## config.mk

```make
export PLATFORM = sky130hd
export DESIGN_NAME = ctc_sdp_ram
export DESIGN_NICKNAME = d
export VERILOG_FILES = /design/src/assert_macros.svh /design/src/ctc_sdp_ram.sv
export SDC_FILE = /design/constraint.sdc
export NUM_CORES = 1
export LEC_CHECK = 0
export BUFFER_PORTS_ARGS = -buffer_cell sky130_fd_sc_hd__buf_2
export CAP_MARGIN = 20
export CORE_UTILIZATION = 37
export DETAILED_ROUTE_END_ITERATION = 7
export GPL_TIMING_DRIVEN = 1
export PLACE_DENSITY = 0.57
export RECOVER_POWER = 25
export SETUP_SLACK_MARGIN = 0.05
export SYNTH_ARGS = -nofsm -noshare
export SYNTH_HDL_FRONTEND = slang
export SYNTH_SLANG_ARGS = --single-unit
```

## constraint.sdc

```tcl
create_clock -name clk -period 2.35 [get_ports clk]
set_clock_uncertainty 0.15 [all_clocks]
set_input_delay 0.235 -clock clk [delete_from_list [all_inputs] [get_ports clk]]
set_output_delay 0.235 -clock clk [all_outputs]
set_load 0.02 [all_outputs]
```

## src/assert_macros.svh

```systemverilog
// ----------------------------------------------------------------------------
// assert_macros.svh
// Clocked assertion helpers used by the converter RTL.
// ----------------------------------------------------------------------------
`ifndef ASSERT_MACROS_SVH
`define ASSERT_MACROS_SVH

// property checked at every clock edge outside reset
`define ASSERT_CLK(label, prop, msg) \
    label: assert property (@(posedge clk) disable iff (!rst_n) (prop)) \
        else $error(msg);

// antecedent now implies consequent on the following edge
`define ASSERT_NEXT(label, pre, post, msg) \
    label: assert property (@(posedge clk) disable iff (!rst_n) (pre) |=> (post)) \
        else $error(msg);

`endif

```

## src/ctc_sdp_ram.sv

```systemverilog
// ----------------------------------------------------------------------------
// ctc_sdp_ram
// Simple dual-port RAM: one write port, one read port with registered data.
// ----------------------------------------------------------------------------
`default_nettype none

module ctc_sdp_ram #(
    parameter int WIDTH = 8,
    parameter int DEPTH = 16
) (
    input  logic                     clk,
    input  logic                     we,
    input  logic [$clog2(DEPTH)-1:0] waddr,
    input  logic [WIDTH-1:0]         wdata,
    input  logic                     re,
    input  logic [$clog2(DEPTH)-1:0] raddr,
    output logic [WIDTH-1:0]         rdata
);

    logic [WIDTH-1:0] mem_array [DEPTH];
    logic [WIDTH-1:0] rdata_reg;

    always_ff @(posedge clk)
    begin
        if (we)
        begin
            mem_array[waddr] <= wdata;
        end
        if (re)
        begin
            rdata_reg <= mem_array[raddr];
        end
    end

    assign rdata = rdata_reg;

endmodule

`default_nettype wire

```

[Word level (Yosys, flattened, before mapping)]
Memories as Yosys holds them, arrays and structs flattened. A register that Yosys moved wholly into a read port is not among the register bits.
Cells that the tools add are included.
Word-level totals
  memories kept: 1
  register bits: 0
  logic and storage cells: 3
  bits in writable memories: 128
Memory list
  mem_array: words 16, bits a word 8, read ports 1, clocked after memory_dff 1, write ports 1, RTL line ctc_sdp_ram.sv:20  | logic [WIDTH-1:0] mem_array [DEPTH];
Operators by class
  muxes and demuxes: 2
Operator list (number)
  $mux 1: 2

[Logic depth before layout (Yosys ltp)]
  depth in word-level cells: 2
  mapped depth: 5
  gate-level depth less buffers: 3

[Worst setup path after synthesis]
No wires, ideal clock.
  path type: input to register
  start: input port waddr[2]
  end: memory mem_array[0][0] (enable)
  setup slack: 0.472 ns
  arrival time: 1.345 ns
  cell stages on the path: 2
  library setup time: 0.383 ns
  cells stage by stage: or3b_2 -> nor3_1
RTL lines
  from (decl): RTL line ctc_sdp_ram.sv:13  | input logic [$clog2(DEPTH)-1:0] waddr,
  to (decl): RTL line ctc_sdp_ram.sv:20
Straight into the memory's write port.

==> flow_summary.yaml <==
cells_and_area:
  syn2layout_area_growth_pct: 19.5
  fillers: 1176
  drive_above_1_share_pct: 29.5
  fin_nets: 304
  fin_cells: 478
  utilization_pct: 45.2
  largest_register_ff_count: 128
  n_antenna_cell: 0
drt:
  drtIter0Drc: 166
  postRouteAntennaNets: 0
  first_pass_iters: 4
  avgRoutedWirePerCell_um: 21.6
  wirelength_um: 10300
  avgViaCountPerCell: 5.16
  vias: 2465
  drc: 0
critical_path:
  crit_start: "mem_array[5][1]"
  critPathRequiredTime_ns: 2.36
  critPathLaunchType: "register"
  reg2reg_depth: 3
  crit_fanout: 1
  reg2reg_from: "mem_array[5][1]"
  critical_path_class: "reg2reg"
  r2r-end: "rdata[1]"
  cp-end-kind: "register"
  rrSetupSlack_ns: 0.69
  crit_arrival_ns: 1.67
clock_network:
  cts_sinks: 136
  clkSlewWorstSetupHoldPaths_ns: 0.06
  cts_resized: 0
  clk_latency_ns: 0.41
  clk_root_buffer_cell: "clkbuf_16"
  h-tree-depth: 4
  numCtsBuffers: 17
  hold_buffers: 0
  post-cts-setup-buffers: 0
  cts_tree: "done"
  clock_path_buffers: 2
synthesis:
  synth_top_family_by_area: "multiplexers"
  ys_seq_elements: 136
  synth_edf_count: 136
  async_reset_ff_share_pct: 0
  synth_warnings: 0
  synth_common_cells: "edfxtp_1 (136), mux4_2 (18), a22oi_1 (16)"
  postSynthCellCount: 229
  synth_adder_area_share_pct: 0
  synth_compound_area_share_pct: 2.30
  syn_avg_cell_area_um2: 22.8
  synth_simple_gate_area_share_pct: 3.14
  yosysUniqueCellTypes: 18
  yosys.cell_count.top_type: "edfxtp_1"
  yosys-top-cells-area: "edfxtp_1 (78%), mux4_2 (7.8%), mux4_1 (7.0%)"
  synth_ff_type: "edfxtp_1"
  yosysTopAreaCellShare_pct: 78.1
  yosysTopAreaCell: "edfxtp_1"
  synth_nets: 248
  synth_mux_area_share_pct: 14.8
  syn_area_um2: 5230
  synth-xor-area-share_pct: 0
  ys_seq_area_share_pct: 78.1
power:
  power.total_uw: 5510
  powerDensity_nw_per_um2: 882
  ir_worst_vdd_mv: 0.529
  p_seq_share_pct: 49.9
  combPwrFrac_pct: 4.8
  total_leakage_power_uw: 0.00208
  p_sw_uw: 1130
  intPower_uw: 4380
  p_sw_share_pct: 20.5
  p_clk_share_pct: 45.3
die:
  die_width_um: 121
  dieArea_um2: 14600
  rows: 43
  ios: 27
  start_util_pct: 37.8
  core_um2: 13800
  die_h_um: 121
global_routing:
  grt_pass1_vias: 2564
  grt-ovfl-total: 0
  globalRouteTotalUtil_pct: 15.6
  grt_antenna_before_repair: 1
  grt_pass1_wl_um: 15600
  grt_max_degree: 33
sta:
  hold_viol: 0
  fin_tns_setup_ns: 0
  rsz0062_at_grt: "no"
  min_period_ns: 1.66
  slew_viol_final: 0
  relSlewSlack_pct: 56.0
  worstMarginPinSlew_ns: 0.660
  setup-violations-final: 0
  fmax_mhz: 603
  final.period_utilization_pct: 70.6
placed_design:
  hpwl_um: 6490
  place_congestion: 0.696
  numPortBuffers: 26
  dp_cells: 446
run:
  cap_viol_max_count: 0
min_path:
  worstHoldPathType: "in2reg"
  hold_end: "rdata[3]"
  hold_depth: 1
  min_from: "re"
run_status:
  status: "completed"
==> power by group through the flow <==
stage / sequential (µW) / clock, µW / combinational (µW)
final: 2750 / 2500 / 267
after detailed placement: 2800 / 0 / 274
after global placement: 2800 / 0 / 270
after CTS: 2750 / 2530 / 274
after floorplan: 2810 / 0 / 138
after global routing: 2750 / 2630 / 291
==> worst max-delay path by stage <==
stage	end	cells after the start
global placement	rdata[1]	5
CTS	rdata[1]	3
finish	rdata[1]	3
global route	rdata[1]	3
floorplan	mem_array[0][0]	2
detailed placement	rdata[1]	5
==> metrics by stage <==
| stage | hold WS (ns) | setup WS (ns) | area (µm²) |
|---|---|---|---|
| finish | 0.0438 | 0.690 | 6250 |
| global route | 0.0374 | 0.634 | 6250 |
| CTS | 0.0333 | 0.654 | 6250 |
| detailed placement | 0.464 | 0.383 | 5690 |
| global placement | 0.470 | 0.375 | 5690 |
| floorplan | 0.184 | 0.472 | 5230 |
==> metal layers <==
| metal | GRT usage [%] | share of wire, % | wire (µm) | up-vias |
|---|---|---|---|---|
| met5 | 0 | 0 | 0 | - |
| met4 | 5.94 | 1.8 | 182 | 0 |
| met3 | 4.98 | 4.8 | 497 | 13 |
| met2 | 22.8 | 47 | 4830 | 67 |
| met1 | 21.6 | 47 | 4840 | 1290 |
| li1 | - | - | - | 1095 |
==> critical path: stages, from the launching register on <==
cell and delay (ns):
edfxtp_1 0.36, mux4_1 0.53, a22oi_1 0.28, nand2_1 0.09
==> placed cells by master, fill, tap and decap left out, types with 9 or more instances in the layout <==
| cell type | Yosys | final |
|---|---|---|
| clkbuf_16 | 0 | 17 |
| nand2_1 | 9 | 9 |
| buf_2 | 3 | 21 |
| a22oi_1 | 16 | 16 |
| edfxtp_1 | 136 | 136 |
| nor2_1 | 13 | 13 |
| buf_4 | 1 | 18 |
| mux4_1 | 14 | 14 |
| mux4_2 | 18 | 18 |
==> logic make-up (layout without fill, tap and decap cells) <==
logic type,Yosys count,count (layout)
AOI/OAI and AO/OA,16,16
buffers and inverters,10,79
DFF,136,136
muxes,32,32
and+or+nand+nor,35,35
==> area by class of cell <==
| type | count | area [µm²] | area share (%) |
|---|---|---|---|
| well taps | 180 | 225 | 3.61 |
| multi-input cells | 83 | 1060 | 16.9 |
| clock inverters | 15 | 135 | 2.16 |
| clock buffers | 17 | 425 | 6.81 |
| repair buffers | 47 | 319 | 5.11 |
| flip-flops and latches | 136 | 4080 | 65.4 |
(Power assumes the default switching activity.)
