`src/assert_macros.svh`:
```
// ----------------------------------------------------------------------------
// assert_macros.svh
// Clocked assertion helpers used by the converter RTL.
// ----------------------------------------------------------------------------
`ifndef ASSERT_MACROS_SVH
`define ASSERT_MACROS_SVH

// property checked at every clock edge outside reset
`define ASSERT_CLK(label, prop, msg) \
    label: assert property (@(posedge clk) disable iff (!rst_n) (prop)) \
        else $error(msg);

// antecedent now implies consequent on the following edge
`define ASSERT_NEXT(label, pre, post, msg) \
    label: assert property (@(posedge clk) disable iff (!rst_n) (pre) |=> (post)) \
        else $error(msg);

`endif

```
`src/ctc_pkg.sv`:
```
// ----------------------------------------------------------------------------
// ctc_pkg
// Shared types and field widths of the COO to CSR converter.
// ----------------------------------------------------------------------------
`default_nettype none

package ctc_pkg;

    localparam int OP_W      = 2;
    localparam int ROW_W     = 8;
    localparam int COL_W     = 16;
    localparam int VALUE_W   = 64;
    localparam int INDEX_W   = 11;
    localparam int STATUS_W  = 3;
    localparam int CFG_W     = 9;
    localparam int S_TDATA_W = 104;
    localparam int M_USED_W  = STATUS_W + COL_W + VALUE_W + INDEX_W + INDEX_W;
    localparam int M_TDATA_W = 112;

    typedef enum logic [OP_W-1:0] {
        OP_LOAD     = 2'd0,
        OP_READ_CSR = 2'd1,
        OP_READ_RP  = 2'd2
    } op_t;

    typedef enum logic [STATUS_W-1:0] {
        STAT_READ_OK   = 3'd0,
        STAT_CONVERTED = 3'd1,
        STAT_BAD_ROW   = 3'd2,
        STAT_OVERFLOW  = 3'd3,
        STAT_BAD_INDEX = 3'd4
    } status_t;

    typedef enum logic [3:0] {
        ST_IDLE,
        ST_HOLD,
        ST_READ,
        ST_CLR,
        ST_CNT_RD,
        ST_CNT_ROW,
        ST_CNT_WR,
        ST_PFX_RD,
        ST_PFX_WR,
        ST_SCT_RD,
        ST_SCT_ROW,
        ST_SCT_WR,
        ST_RST_RD,
        ST_RST_WR,
        ST_DONE
    } seq_state_t;

    // result handed from the sequencer to the output register
    typedef struct packed {
        logic                 load;
        status_t              status;
        logic                 sel_csr;
        logic                 sel_rp;
        logic [INDEX_W-1:0]   entry_total;
    } res_t;

endpackage

`default_nettype wire

```
`src/ctc_seq.sv`:
```
// ----------------------------------------------------------------------------
// ctc_seq
// Transaction decode and conversion sequencer; drives the three RAMs.
// ----------------------------------------------------------------------------
`default_nettype none

`include "assert_macros.svh"

module ctc_seq #(
    parameter int MAX_ENTRIES = 1024,
    parameter int MAX_ROWS    = 256,
    parameter int COL_WIDTH   = 16
) (
    input  logic                                   clk,
    input  logic                                   rst_n,
    // accepted transaction fields
    input  logic                                   s_valid,
    output logic                                   s_ready,
    input  logic [ctc_pkg::OP_W-1:0]               s_op,
    input  logic [ctc_pkg::ROW_W-1:0]              s_row,
    input  logic [ctc_pkg::COL_W-1:0]              s_col,
    input  logic [ctc_pkg::VALUE_W-1:0]            s_value,
    input  logic                                   s_last,
    input  logic [ctc_pkg::INDEX_W-1:0]            s_index,
    input  logic [ctc_pkg::CFG_W-1:0]              row_count,
    input  logic                                   out_free,
    output ctc_pkg::res_t                          res,
    // COO store
    output logic                                   coo_we,
    output logic [$clog2(MAX_ENTRIES)-1:0]         coo_waddr,
    output logic [ctc_pkg::ROW_W+((COL_WIDTH < ctc_pkg::COL_W) ? COL_WIDTH
                  : ctc_pkg::COL_W)+ctc_pkg::VALUE_W-1:0] coo_wdata,
    output logic                                   coo_re,
    output logic [$clog2(MAX_ENTRIES)-1:0]         coo_raddr,
    input  logic [ctc_pkg::ROW_W+((COL_WIDTH < ctc_pkg::COL_W) ? COL_WIDTH
                  : ctc_pkg::COL_W)+ctc_pkg::VALUE_W-1:0] coo_rdata,
    // CSR store
    output logic                                   csr_we,
    output logic [$clog2(MAX_ENTRIES)-1:0]         csr_waddr,
    output logic [((COL_WIDTH < ctc_pkg::COL_W) ? COL_WIDTH
                  : ctc_pkg::COL_W)+ctc_pkg::VALUE_W-1:0] csr_wdata,
    output logic                                   csr_re,
    output logic [$clog2(MAX_ENTRIES)-1:0]         csr_raddr,
    // row pointer store
    output logic                                   rp_we,
    output logic [$clog2(MAX_ROWS+1)-1:0]          rp_waddr,
    output logic [$clog2(MAX_ENTRIES+1)-1:0]       rp_wdata,
    output logic                                   rp_re,
    output logic [$clog2(MAX_ROWS+1)-1:0]          rp_raddr,
    input  logic [$clog2(MAX_ENTRIES+1)-1:0]       rp_rdata
);

    import ctc_pkg::*;

    localparam int CW    = (COL_WIDTH < COL_W) ? COL_WIDTH : COL_W;
    localparam int AW    = $clog2(MAX_ENTRIES);
    localparam int CNT_W = $clog2(MAX_ENTRIES + 1);
    localparam int RAW   = $clog2(MAX_ROWS + 1);

    seq_state_t       state_reg, state_next;
    logic [CNT_W-1:0] loaded_reg, loaded_next;
    logic             converted_reg, converted_next;
    logic [CNT_W-1:0] placed_reg, placed_next;
    logic [RAW-1:0]   conv_rows_reg, conv_rows_next;
    logic [CNT_W-1:0] ent_reg, ent_next;
    logic [RAW-1:0]   rptr_reg, rptr_next;
    logic [CNT_W-1:0] sum_reg, sum_next;
    status_t          hold_status_reg, hold_status_next;
    logic             sel_csr_reg, sel_csr_next;

    logic [RAW-1:0]   n_use;
    logic             row_ok;
    logic [CNT_W-1:0] loaded_base;
    logic             imm_hit;
    status_t          imm_status;
    logic [ROW_W-1:0] coo_row;
    logic             coo_row_in;
    logic             last_ent;

    // row count clamped to 1..MAX_ROWS
    always_comb
    begin
        if (row_count == '0)
        begin
            n_use = RAW'(1);
        end
        else if (32'(row_count) > MAX_ROWS)
        begin
            n_use = RAW'(MAX_ROWS);
        end
        else
        begin
            n_use = RAW'(row_count);
        end
    end

    assign row_ok     = 32'(s_row) < 32'(n_use);
    assign coo_row    = coo_rdata[ROW_W-1:0];
    assign coo_row_in = 32'(coo_row) < 32'(conv_rows_reg);
    assign last_ent   = (ent_reg + CNT_W'(1)) == loaded_reg;
    assign coo_wdata  = {s_value, CW'(s_col), s_row};
    assign csr_wdata  = coo_rdata[ROW_W+CW+VALUE_W-1:ROW_W];
    assign s_ready    = (state_reg == ST_IDLE);

    always_ff @(posedge clk or negedge rst_n)
    begin
        if (!rst_n)
        begin
            state_reg       <= ST_IDLE;
            loaded_reg      <= '0;
            converted_reg   <= 1'b0;
            placed_reg      <= '0;
            conv_rows_reg   <= RAW'(1);
            ent_reg         <= '0;
            rptr_reg        <= '0;
            sum_reg         <= '0;
            hold_status_reg <= STAT_READ_OK;
            sel_csr_reg     <= 1'b0;
        end
        else
        begin
            state_reg       <= state_next;
            loaded_reg      <= loaded_next;
            converted_reg   <= converted_next;
            placed_reg      <= placed_next;
            conv_rows_reg   <= conv_rows_next;
            ent_reg         <= ent_next;
            rptr_reg        <= rptr_next;
            sum_reg         <= sum_next;
            hold_status_reg <= hold_status_next;
            sel_csr_reg     <= sel_csr_next;
        end
    end

    // At most one access per RAM per step; each read-modify-write of a row pointer
    // completes before the next one is issued, so no forwarding is needed.
    always_comb
    begin
        state_next       = state_reg;
        loaded_next      = loaded_reg;
        converted_next   = converted_reg;
        placed_next      = placed_reg;
        conv_rows_next   = conv_rows_reg;
        ent_next         = ent_reg;
        rptr_next        = rptr_reg;
        sum_next         = sum_reg;
        hold_status_next = hold_status_reg;
        sel_csr_next     = sel_csr_reg;
        loaded_base      = loaded_reg;
        imm_hit          = 1'b0;
        imm_status       = STAT_READ_OK;
        res              = '0;
        coo_we           = 1'b0;
        coo_waddr        = '0;
        coo_re           = 1'b0;
        coo_raddr        = AW'(ent_reg);
        csr_we           = 1'b0;
        csr_waddr        = AW'(rp_rdata);
        csr_re           = 1'b0;
        csr_raddr        = AW'(s_index);
        rp_we            = 1'b0;
        rp_waddr         = rptr_reg;
        rp_wdata         = '0;
        rp_re            = 1'b0;
        rp_raddr         = rptr_reg;

        case (state_reg)
            ST_IDLE:
            begin
                if (s_valid)
                begin
                    case (op_t'(s_op))
                        OP_LOAD:
                        begin
                            // a load after conversion opens a new matrix
                            if (converted_reg)
                            begin
                                loaded_base    = '0;
                                converted_next = 1'b0;
                            end
                            loaded_next = loaded_base;
                            if (!row_ok)
                            begin
                                imm_hit    = 1'b1;
                                imm_status = STAT_BAD_ROW;
                            end
                            else if (32'(loaded_base) >= MAX_ENTRIES)
                            begin
                                imm_hit    = 1'b1;
                                imm_status = STAT_OVERFLOW;
                            end
                            else
                            begin
                                coo_we      = 1'b1;
                                coo_waddr   = AW'(loaded_base);
                                loaded_next = loaded_base + CNT_W'(1);
                                if (s_last)
                                begin
                                    conv_rows_next = n_use;
                                    rptr_next      = '0;
                                    state_next     = ST_CLR;
                                end
                            end
                        end
                        OP_READ_CSR:
                        begin
                            if (converted_reg && (32'(s_index) < 32'(placed_reg)))
                            begin
                                csr_re       = 1'b1;
                                sel_csr_next = 1'b1;
                                state_next   = ST_READ;
                            end
                            else
                            begin
                                imm_hit    = 1'b1;
                                imm_status = STAT_BAD_INDEX;
                            end
                        end
                        OP_READ_RP:
                        begin
                            if (converted_reg && (32'(s_index) <= 32'(conv_rows_reg)))
                            begin
                                rp_re        = 1'b1;
                                rp_raddr     = RAW'(s_index);
                                sel_csr_next = 1'b0;
                                state_next   = ST_READ;
                            end
                            else
                            begin
                                imm_hit    = 1'b1;
                                imm_status = STAT_BAD_INDEX;
                            end
                        end
                        default:
                        begin
                        end
                    endcase
                    if (imm_hit)
                    begin
                        if (out_free)
                        begin
                            res.load        = 1'b1;
                            res.status      = imm_status;
                            res.entry_total = INDEX_W'(loaded_next);
                        end
                        else
                        begin
                            hold_status_next = imm_status;
                            state_next       = ST_HOLD;
                        end
                    end
                end
            end
            ST_HOLD:
            begin
                if (out_free)
                begin
                    res.load        = 1'b1;
                    res.status      = hold_status_reg;
                    res.entry_total = INDEX_W'(loaded_reg);
                    state_next      = ST_IDLE;
                end
            end
            ST_READ:
            begin
                // read data stays in the RAM output register until taken
                if (out_free)
                begin
                    res.load        = 1'b1;
                    res.status      = STAT_READ_OK;
                    res.sel_csr     = sel_csr_reg;
                    res.sel_rp      = !sel_csr_reg;
                    res.entry_total = INDEX_W'(loaded_reg);
                    state_next      = ST_IDLE;
                end
            end
            ST_CLR:
            begin
                rp_we = 1'b1;
                if (rptr_reg == conv_rows_reg)
                begin
                    ent_next   = '0;
                    state_next = ST_CNT_RD;
                end
                else
                begin
                    rptr_next = rptr_reg + RAW'(1);
                end
            end
            ST_CNT_RD:
            begin
                coo_re     = 1'b1;
                state_next = ST_CNT_ROW;
            end
            ST_CNT_ROW:
            begin
                if (coo_row_in)
                begin
                    rp_re      = 1'b1;
                    rp_raddr   = RAW'(coo_row);
                    state_next = ST_CNT_WR;
                end
                else if (last_ent)
                begin
                    rptr_next  = '0;
                    sum_next   = '0;
                    state_next = ST_PFX_RD;
                end
                else
                begin
                    ent_next   = ent_reg + CNT_W'(1);
                    state_next = ST_CNT_RD;
                end
            end
            ST_CNT_WR:
            begin
                rp_we    = 1'b1;
                rp_waddr = RAW'(coo_row);
                rp_wdata = rp_rdata + CNT_W'(1);
                if (last_ent)
                begin
                    rptr_next  = '0;
                    sum_next   = '0;
                    state_next = ST_PFX_RD;
                end
                else
                begin
                    ent_next   = ent_reg + CNT_W'(1);
                    state_next = ST_CNT_RD;
                end
            end
            ST_PFX_RD:
            begin
                if (rptr_reg == conv_rows_reg)
                begin
                    // closing pointer holds the total placed
                    rp_we       = 1'b1;
                    rp_wdata    = sum_reg;
                    placed_next = sum_reg;
                    ent_next    = '0;
                    state_next  = ST_SCT_RD;
                end
                else
                begin
                    rp_re      = 1'b1;
                    state_next = ST_PFX_WR;
                end
            end
            ST_PFX_WR:
            begin
                rp_we      = 1'b1;
                rp_wdata   = sum_reg;
                sum_next   = sum_reg + rp_rdata;
                rptr_next  = rptr_reg + RAW'(1);
                state_next = ST_PFX_RD;
            end
            ST_SCT_RD:
            begin
                coo_re     = 1'b1;
                state_next = ST_SCT_ROW;
            end
            ST_SCT_ROW:
            begin
                if (coo_row_in)
                begin
                    rp_re      = 1'b1;
                    rp_raddr   = RAW'(coo_row);
                    state_next = ST_SCT_WR;
                end
                else if (last_ent)
                begin
                    rptr_next  = '0;
                    sum_next   = '0;
                    state_next = ST_RST_RD;
                end
                else
                begin
                    ent_next   = ent_reg + CNT_W'(1);
                    state_next = ST_SCT_RD;
                end
            end
            ST_SCT_WR:
            begin
                csr_we   = 32'(rp_rdata) < MAX_ENTRIES;
                rp_we    = 1'b1;
                rp_waddr = RAW'(coo_row);
                rp_wdata = rp_rdata + CNT_W'(1);
                if (last_ent)
                begin
                    rptr_next  = '0;
                    sum_next   = '0;
                    state_next = ST_RST_RD;
                end
                else
                begin
                    ent_next   = ent_reg + CNT_W'(1);
                    state_next = ST_SCT_RD;
                end
            end
            ST_RST_RD:
            begin
                rp_re      = 1'b1;
                state_next = ST_RST_WR;
            end
            ST_RST_WR:
            begin
                // shift row ends down by one row: sum_reg carries the previous end
                rp_we    = 1'b1;
                rp_wdata = sum_reg;
                sum_next = rp_rdata;
                if (rptr_reg == conv_rows_reg)
                begin
                    state_next = ST_DONE;
                end
                else
                begin
                    rptr_next  = rptr_reg + RAW'(1);
                    state_next = ST_RST_RD;
                end
            end
            ST_DONE:
            begin
                if (out_free)
                begin
                    res.load        = 1'b1;
                    res.status      = STAT_CONVERTED;
                    res.entry_total = INDEX_W'(loaded_reg);
                    converted_next  = 1'b1;
                    state_next      = ST_IDLE;
                end
            end
            default:
            begin
                state_next = ST_IDLE;
            end
        endcase
    end

    `ASSERT_CLK(a_load_free, res.load |-> out_free, "result issued while output full")
    `ASSERT_CLK(a_scatter_bound, (state_reg == ST_SCT_WR) |-> (rp_rdata < placed_reg),
        "scatter slot beyond placed count")
    `ASSERT_CLK(a_conv_source, $rose(converted_reg) |-> ($past(state_reg) == ST_DONE),
        "converted set outside conversion end")
    `ASSERT_NEXT(a_conv_end, (state_reg == ST_DONE) && out_free, converted_reg && s_ready,
        "conversion end did not return to idle")

endmodule

`default_nettype wire

```
`config.mk`:
```
export PLATFORM = sky130hd
export DESIGN_NAME = ctc_seq
export DESIGN_NICKNAME = d
export VERILOG_FILES = /design/src/ctc_pkg.sv /design/src/ctc_seq.sv
export VERILOG_INCLUDE_DIRS = /design/src /design/src/src
export SDC_FILE = /design/constraint.sdc
export NUM_CORES = 1
export LEC_CHECK = 0
export BUFFER_PORTS_ARGS = -buffer_cell sky130_fd_sc_hd__buf_2
export CAP_MARGIN = 20
export CELL_PAD_IN_SITES_DETAIL_PLACEMENT = 1
export CELL_PAD_IN_SITES_GLOBAL_PLACEMENT = 2
export CORE_ASPECT_RATIO = 1.75
export CORE_MARGIN = 4
export CORE_UTILIZATION = 25
export CTS_CLUSTER_DIAMETER = 120
export DETAILED_ROUTE_END_ITERATION = 12
export GPL_ROUTABILITY_DRIVEN = 0
export GPL_TIMING_DRIVEN = 1
export PLACE_DENSITY_LB_ADDON = 0.1
export SYNTH_ARGS = -nofsm -noshare
export SYNTH_HDL_FRONTEND = slang
export SYNTH_SLANG_ARGS = --single-unit
```
`constraint.sdc`:
```
create_clock -name clk -period 14.39 [get_ports clk]
set_clock_uncertainty 0.05 [all_clocks]
set_input_delay 4.317 -clock clk [delete_from_list [all_inputs] [get_ports clk]]
set_output_delay 4.317 -clock clk [all_outputs]
set_load 0.05 [all_outputs]
```
# Word-level counts from Yosys, hierarchy flattened
# Index checks and enable logic that the tools add are counted.
op_classes:
  n_eq_ne: 31
  n_reduce_logical: 30
  bitwise: 2
  addsub: 5
  muxes: 107
  n_lt_le_gt_ge: 7
op_table:
  columns: ["op", "count"]
  rows:
  - ["$mux W11", 17]
  - ["$mux W9", 15]
  - ["$pmux W11 S3", 3]
  - ["$mux W4", 15]
  - ["$pmux W4 S13", 1]
  - ["$mux W10", 5]
  - ["$pmux W9 S5", 1]
  - ["$pmux W11 S4", 1]
  - ["$add A11 B1 Y11 const B", 3]
  - ["$mux W1", 29]
  - ["$eq A4 B4 Y1 const B", 7]
  - ["$lt A8 B9 Y1", 2]
  - ["$pmux W9 S2", 1]
  - ["$mux W17", 1]
  - ["$eq A4 B3 Y1 const B", 4]
  - ["$ne A2 B2 Y1 const B", 8]
  - ["$pmux W4 S4", 1]
  - ["$reduce_or A2 Y1", 7]
  - ["$mux W2", 6]
  - ["$mux W3", 4]
  - ["$pmux W4 S3", 1]
  - ["$add A11 B11 Y11", 1]
  - ["$eq A11 B11 Y1", 1]
  - ["$ge A11 B11 Y1 const B", 1]
  - ["33 further kinds", 47]
word_totals:
  word_cells: 192
  in_bits: 214
  out_inout_bits: 261
  ff_bits: 71

# Longest topological paths before layout
# Gate-level depths: netlist of run 1.
logic_depth:
  depth_word: 13
  ltp_mapped: 11
  ltp_nobuf: 10

# Worst setup path after synthesis of run 1
# Ideal clock, no wire load.
synth_timing:
  kind: "in2out"
  from: "input row_count[8] in the netlist's numbering"
  to: "output res[9] in the netlist's numbering"
  n_path_buf: 1
  t_arrival_ps: 7534
  cell_stages: 10
  t_required_ps: 10023
  slack_ps: 2489
  cell_sequence: "clkbuf_1 -> nand2b_1 -> ha_1 -> a21oi_1 -> o21ai_0 -> a211oi_1 -> o21ai_1 -> nor4_1 -> mux2i_1 -> o21ai_0"
synth_rtl:
  columns: ["element", "line_no", "rtl"]
  rows:
  - ["start: declaration", "ctc_seq.sv:25", "input logic [ctc_pkg::CFG_W-1:0] row_count,"]
  - ["end: declaration", "ctc_seq.sv:27", "output ctc_pkg::res_t res,"]

# Worst setup path in the final report of run 1
layout_timing:
  from: "input s_index[8] in the netlist's numbering"
  to: "output rp_raddr[1]"
layout_via:
  elab_chain_len: 6
layout_rtl:
  columns: ["element", "line_no", "rtl"]
  rows:
  - ["start: declaration", "ctc_seq.sv:24", "input logic [ctc_pkg::INDEX_W-1:0] s_index,"]
  - ["$le A11 B9 Y1", "ctc_seq.sv:221", "if (converted_reg && (32'(s_index) <= 32'(conv_rows_reg)))"]
  - ["$logic_and A1 B1 Y1", "ctc_seq.sv:221", null]
  - ["$mux W9", "ctc_seq.sv:221", null]
  - ["$mux W9", "ctc_seq.sv:172", "case (op_t'(s_op))"]
  - ["$mux W9", "ctc_seq.sv:170", "if (s_valid)"]
  - ["$pmux W9 S2", "ctc_seq.sv:167", "case (state_reg)"]
  - ["end: declaration", "ctc_seq.sv:49", "output logic [$clog2(MAX_ROWS+1)-1:0] rp_raddr,"]
# No other way between the ends.

==> flow_metrics.tcl, run 1 <==
set metrics [dict create \
    crit_buf_inv 3 \
    fin_cells 1433 \
    power_frac_comb_pct 61.6 \
    crit_family "simple AND/OR/NAND/NOR gates" \
    dieArea_mm2 0.0365 \
    overflow 0 \
    critPathKind "in2out" \
    initial_core_util_pct 25.4 \
    drc_errors 0 \
    internal_power_mw 0.714 \
    dr.pass1.iters 4 \
    core_area_mm2 0.0329 \
    via_per_inst 5.21 \
    cts_buffers 9 \
    path_clk_slew_ns 0.07 \
    synth_largest_area_cell "dfrtp_1" \
    cts_buffer_depth 2 \
    synthesis.nets 1347 \
    period_share_pct 86.5 \
    finalPower_mw 1.54 \
    rsz0062_at_grt "false" \
    yosys-top-cells-area "dfrtp_1 (21%), buf_4 (18%), ha_1 (7.3%)" \
    ys_seq_area_share_pct 21.3 \
    drt_wl_total_um 34000 \
    tightest_slew_ns 1.08 \
    post-cts-setup-buffers 0 \
    path_cells "buf_2 > ha_1 > a2111o_1 > nor4_1 > o31ai_1 > nor3_2 > nor3_1 > buf_2 > a222oi_1 > buf_2" \
    yosys_most_used_dff "dfrtp_1" \
    max_slew_margin_pct 27.9 \
    final_cell_mix "buf_2 (154), nand2_1 (99), o21ai_0 (77)" \
    ys_ff_latch 71 \
    fp.dieH_um 250 \
    worstSetupStartpointType "primary input" \
    gr-usage-all-layers_pct 18.6 \
    power.density_mw_per_mm2 183 \
    slowest_delay_ns 0.77 \
    final_max_slew_viol_count 0 \
    clock-sinks 71 \
    row_count 88 \
    cts-root-buf "clkbuf_16" \
    post_cts_resize_count 0 \
    yosysWarnings 0 \
    ant_nets 0 \
    hold_viol 0 \
    cpMostUsedCell "buf_2" \
    io_pins 475 \
    fmax_ghz 0.0803 \
    synth.distinct_cells 79 \
    crit_fanout 12 \
    switchingPower_mw 0.825 \
    p_clk_share_pct 16.4 \
    fin_setup_tns_ns 0 \
    num_vias 7468 \
    crit_arrival_ns 8.08 \
    status "complete, no violations" \
    sw_frac_of_total_pct 53.6 \
    ys_async_sr_fraction_pct 100 \
    die_x_um 146 \
    antenna_found_initial 1 \
    h-tree-depth 3 \
    dp.cells 1416 \
    cp-end-kind "output port" \
    fill_cells 4006 \
    drtIter0Drc 310 \
    synth_edf_count 0 \
    drive_above_1_share_pct 21.5 \
    fin_nets 1286 \
    crit_required_ns 10.02 \
    pwr-share-seq_pct 22.0 \
    netlist_area_mm2 0.00835 \
    synthToLayoutAreaGrowth_pct 0.914 \
    timing.final.crit_period_ns 12.45 \
    layout_setup_ws_ns 1.94 \
    cts_tree "built" \
    clk_latency_ns 0.37 \
    yosys.area.top_type_share_pct 21.0 \
    peakVddDrop_v 0.0000716 \
    final_common_cell "buf_2" \
    wl_per_cell_um 23.8 \
    dp_slack_ns 2.01 \
    grt_first_pass_wirelength_um 52000 \
    synthCells 1083 \
    leakage_nw 3.75 \
    grt_pass1_vias 8326 \
    postSynthAreaPerCell_um2 7.71 \
    holdBufCountCts 0 \
    place_hpwl_um 27400 \
    cap_violations 0 \
    grt_max_degree 57 \
    portBuffers 154 \
    hold_path_class "reg2reg" \
    cp_slowest_cell "nor3_2" \
    setup_viol 0 \
]
synthesized netlist by cell type (9+ instances only):
cell type    n
o21ai_0     77
nor2_1      58
mux2_2      23
nand3_1     31
nand2b_1    17
o41ai_1     12
buf_4      198
xnor2_1     30
nor3_1      31
a21oi_1     32
inv_1       74
clkbuf_1    40
o31ai_1      9
dfrtp_1     70
a22o_1      12
ha_1        49
xor2_1       9
nor2b_1     16
and2_1      22
nand2_1     99
nor4_1      11
nand4_1     16
cell type report:
| cell class | count | area (um2) | share of cell area [%] |
|---|---|---|---|
| Clock inverter | 2 | 37.5 | 0.446 |
| Antenna cell | 1 | 2.50 | 0.0297 |
| Tap cell | 405 | 507 | 6.02 |
| Multi-Input combinational cell | 692 | 4620 | 54.9 |
| Sequential cell | 71 | 1780 | 21.1 |
| Timing Repair Buffer | 173 | 921 | 10.9 |
| Clock buffer | 14 | 274 | 3.25 |
| Inverter | 75 | 282 | 3.34 |
routing by layer:
layer	wire length (um)	GRT usage [%]	vias to the layer above
met5	0	0	-
met2	19000	36.2	255
li1	-	-	3488
met3	1350	2.83	84
met4	1320	9.02	0
met1	12300	19.0	3641
logic make-up (layout without fill, tap and decap cells):
logic type                 count (synthesis)  after routing  synth area share [%]
AOI/OAI and AO/OA                        238            238                  19.4
and+or+nand+nor                          333            333                  19.9
muxes                                     30             30                  3.94
adders and majority gates                 51             51                  7.71
buffers and inverters                    320            264                  23.4
other                                      0              1                     0
DFF                                       71             71                  21.3
xor gates and xnor gates                  40             40                  4.36
worst register-to-register path: stages, from the launching register on:
cell and delay (ns):
dfrtp_1 0.47, ha_1 0.38, nand3_2 0.18, or4_1 0.55
a22o_1 0.27, nor4_4 0.40, a21oi_2 0.35, or4_1 0.76
o41ai_1 0.44
worst paths after layout:
kind | cells past startpoint | endpoint | from | slack [ns]
max in group asynchronous | 2 | sum_reg[2] | rst_n | 9.35
max | 10 | rp_raddr[1] | s_index[8] | 1.94
min in group asynchronous | 1 | loaded_reg[0] | rst_n | 3.76
max reg2reg | 8 | rptr_reg[5] | ent_reg[0] | 10.42
min reg2reg | 1 | hold_status_reg[1] | hold_status_reg[1] | 0.44
min | 1 | hold_status_reg[1] | hold_status_reg[1] | 0.44
power groups by stage:
stage	sequential (mW)	combinational (mW)	clock (mW)
2_1_floorplan	0.296	0.807	0
3_3_place_gp	0.346	0.960	0
3_5_place_dp	0.346	0.961	0
4_1_cts	0.343	0.969	0.263
5_1_grt	0.349	1.04	0.268
6_report	0.339	0.949	0.252
through the flow:
| stage | hold slack [ns] | utilization, % | instance area, um2 |
|---|---|---|---|
| final | 0.435 | 25.6 | 8420 |
| after global routing | 0.458 | 25.6 | 8420 |
| after CTS | 0.441 | 25.6 | 8420 |
| after detailed placement | 0.425 | 24.6 | 8110 |
| after global placement | 0.412 | 24.6 | 8090 |
| after floorplan | 0.400 | - | 8350 |
(Power assumes the default switching activity.)
==> inputs of run 2 (changes only) <==
--- a/config.mk
+++ b/config.mk
@@ -6,15 +6,15 @@
 export SDC_FILE = /design/constraint.sdc
 export NUM_CORES = 1
 export LEC_CHECK = 0
-export BUFFER_PORTS_ARGS = -buffer_cell sky130_fd_sc_hd__buf_2
 export CAP_MARGIN = 20
 export CELL_PAD_IN_SITES_DETAIL_PLACEMENT = 1
 export CELL_PAD_IN_SITES_GLOBAL_PLACEMENT = 2
-export CORE_ASPECT_RATIO = 1.75
-export CORE_MARGIN = 4
-export CORE_UTILIZATION = 25
+export CORE_AREA = 4 4 185 187
+export CTS_BUF_LIST = sky130_fd_sc_hd__clkbuf_16
 export CTS_CLUSTER_DIAMETER = 120
 export DETAILED_ROUTE_END_ITERATION = 12
+export DIE_AREA = 0 0 189 191
+export DONT_BUFFER_PORTS = 1
 export GPL_ROUTABILITY_DRIVEN = 0
 export GPL_TIMING_DRIVEN = 1
 export PLACE_DENSITY_LB_ADDON = 0.1
==> run 2 against run 1 <==
  * Register-to-register slack worse by 0.34 ns
  * Sequential power increased by 7.4%
  * Via count decreased by 8.5%
  * Highest routed layer unchanged
==> flow_metrics.tcl, run 2 (same netlist as run 1, synthesis figures left out) <==
set metrics [dict create \
    hold_path_class "reg2reg" \
    ant_nets 0 \
    status "complete, no violations" \
    crit_buf_inv 0 \
    leakage_nw 3.05 \
    grt_pass1_vias 7479 \
    dp.cells 1303 \
    drtIter0Drc 324 \
    fin_cells 1321 \
    grt_first_pass_wirelength_um 46300 \
    final_max_slew_viol_count 0 \
    path_clk_slew_ns 0.06 \
    final_common_cell "nand2_1" \
    wl_per_cell_um 22.7 \
    overflow 0 \
    final_util_pct 23.7 \
    final_cell_mix "nand2_1 (99), inv_1 (74), dfrtp_1 (70)" \
    portBuffers 0 \
    num_antenna_cells 0 \
    dr.pass1.iters 5 \
    cts_tree "built" \
    cts_buffer_depth 2 \
    power.density_mw_per_mm2 182 \
    rsz0062_at_grt "false" \
    crit_fanout 12 \
    fmax_ghz 0.0832 \
    path_cells "nand2b_1 > ha_1 > a21oi_1 > o21ai_0 > a211oi_1 > o21ai_1 > nor4_1 > mux2i_1 > o21ai_1" \
    cts-root-buf "clkbuf_16" \
    max_slew_margin_pct 30.6 \
    critPathKind "in2out" \
    timing.final.crit_period_ns 12.03 \
    core_area_mm2 0.0325 \
    peakVddDrop_v 0.0000829 \
    hold_viol 0 \
    slowest_delay_ns 0.76 \
    cts_buffers 9 \
    dieArea_mm2 0.0361 \
    worstSetupStartpointType "primary input" \
    initial_core_util_pct 25.7 \
    num_vias 6834 \
    drive_above_1_share_pct 8.53 \
    fin_setup_tns_ns 0 \
    drt_wl_total_um 30000 \
    post-cts-setup-buffers 0 \
    crit_arrival_ns 7.66 \
    holdWs_ns 0.433 \
    fp.dieH_um 191 \
    post_cts_resize_count 0 \
    setup_viol 0 \
    gr-usage-all-layers_pct 16.4 \
    synthToLayoutAreaGrowth_pct -7.72 \
    cp-end-kind "output port" \
    cpMostUsedCell "o21ai_1" \
    clock-sinks 71 \
    via_per_inst 5.17 \
    h-tree-depth 3 \
    holdBufCountCts 0 \
    cp_slowest_cell "o21ai_1" \
    place_hpwl_um 23700 \
    die_x_um 189 \
    finalPower_mw 1.40 \
    drc_errors 0 \
    fin_nets 1138 \
    row_count 66 \
    tightest_slew_ns 1.04 \
    crit_family "compound AO/OA/AOI/OAI gates" \
    io_pins 475 \
    clk_latency_ns 0.35 \
    period_share_pct 83.6 \
    antenna_found_initial 0 \
    cap_violations 0 \
    grt_max_degree 72 \
    crit_required_ns 10.02 \
]
==> run 2: cell types whose count changed in the layout (fill, tap and decap cells not counted), moves of 2 or more <==
| cell | before | now |
|---|---|---|
| buf_2 | 154 | 1 |
| o21ai_1 | 2 | 22 |
| buf_4 | 18 | 22 |
| clkinv_1 | 1 | 5 |
| clkbuf_1 | 2 | 0 |
| o21ai_0 | 77 | 57 |
| clkbuf_8 | 3 | 0 |
| clkinv_2 | 0 | 3 |
| nor3_2 | 1 | 5 |
| nor3_1 | 30 | 26 |
==> run 2: per-layer routing <==
layer  part of all wire [%]  vias up  global-route usage (%)
met5                      0        -                       0
met3                    6.6       39                    5.57
met4                    1.1        0                    3.50
met1                     43     3377                    19.8
met2                     50      229                    28.6
li1                       -     3189                       -
==> run 2: power breakdown <==
group          leakage, nW  total, mW  internal [mW]  switching [mW]
combinational         2.00      0.830          0.281           0.549
sequential           0.926      0.364          0.256           0.108
clock                0.129      0.207          0.114          0.0936
==> run 2: final timing paths <==
| kind | start | to | slack [ns] | cells after the start |
|---|---|---|---|---|
| max | row_count[8] | res[9] | 2.36 | 9 |
| min | placed_reg[1] | placed_reg[1] | 0.43 | 2 |
| max reg2reg | ent_reg[0] | rptr_reg[7] | 10.08 | 9 |
| min reg2reg | placed_reg[1] | placed_reg[1] | 0.43 | 2 |
| max in group asynchronous | rst_n | conv_rows_reg[0] | 10.47 | 0 |
| min in group asynchronous | rst_n | loaded_reg[1] | 3.61 | 0 |
==> run 2: worst min-delay path, cell delays in order, from the launching register on <==
cell and delay, ns:
dfrtp_1 0.34, nand2_1 0.04, o21ai_0 0.06
==> run 2: per-stage QoR <==
| step | cell area (um2) | worst slack, ns |
|---|---|---|
| finish | 7700 | 2.36 |
| global route | 7700 | 2.10 |
| CTS | 7690 | 2.32 |
| floorplan | 8350 | 2.49 |
| detailed placement | 7430 | 2.33 |
| global placement | 7420 | 2.50 |
==> run 2: cell type report <==
cell class / count / area (um2)
clock buffers: 9 / 225
clock inverters: 7 / 30.0
fillers: 3872 / 24800
inverters: 75 / 282
multi-input cells: 692 / 4640
flip-flops and latches: 71 / 1780
well taps: 442 / 553
repair buffers: 25 / 193
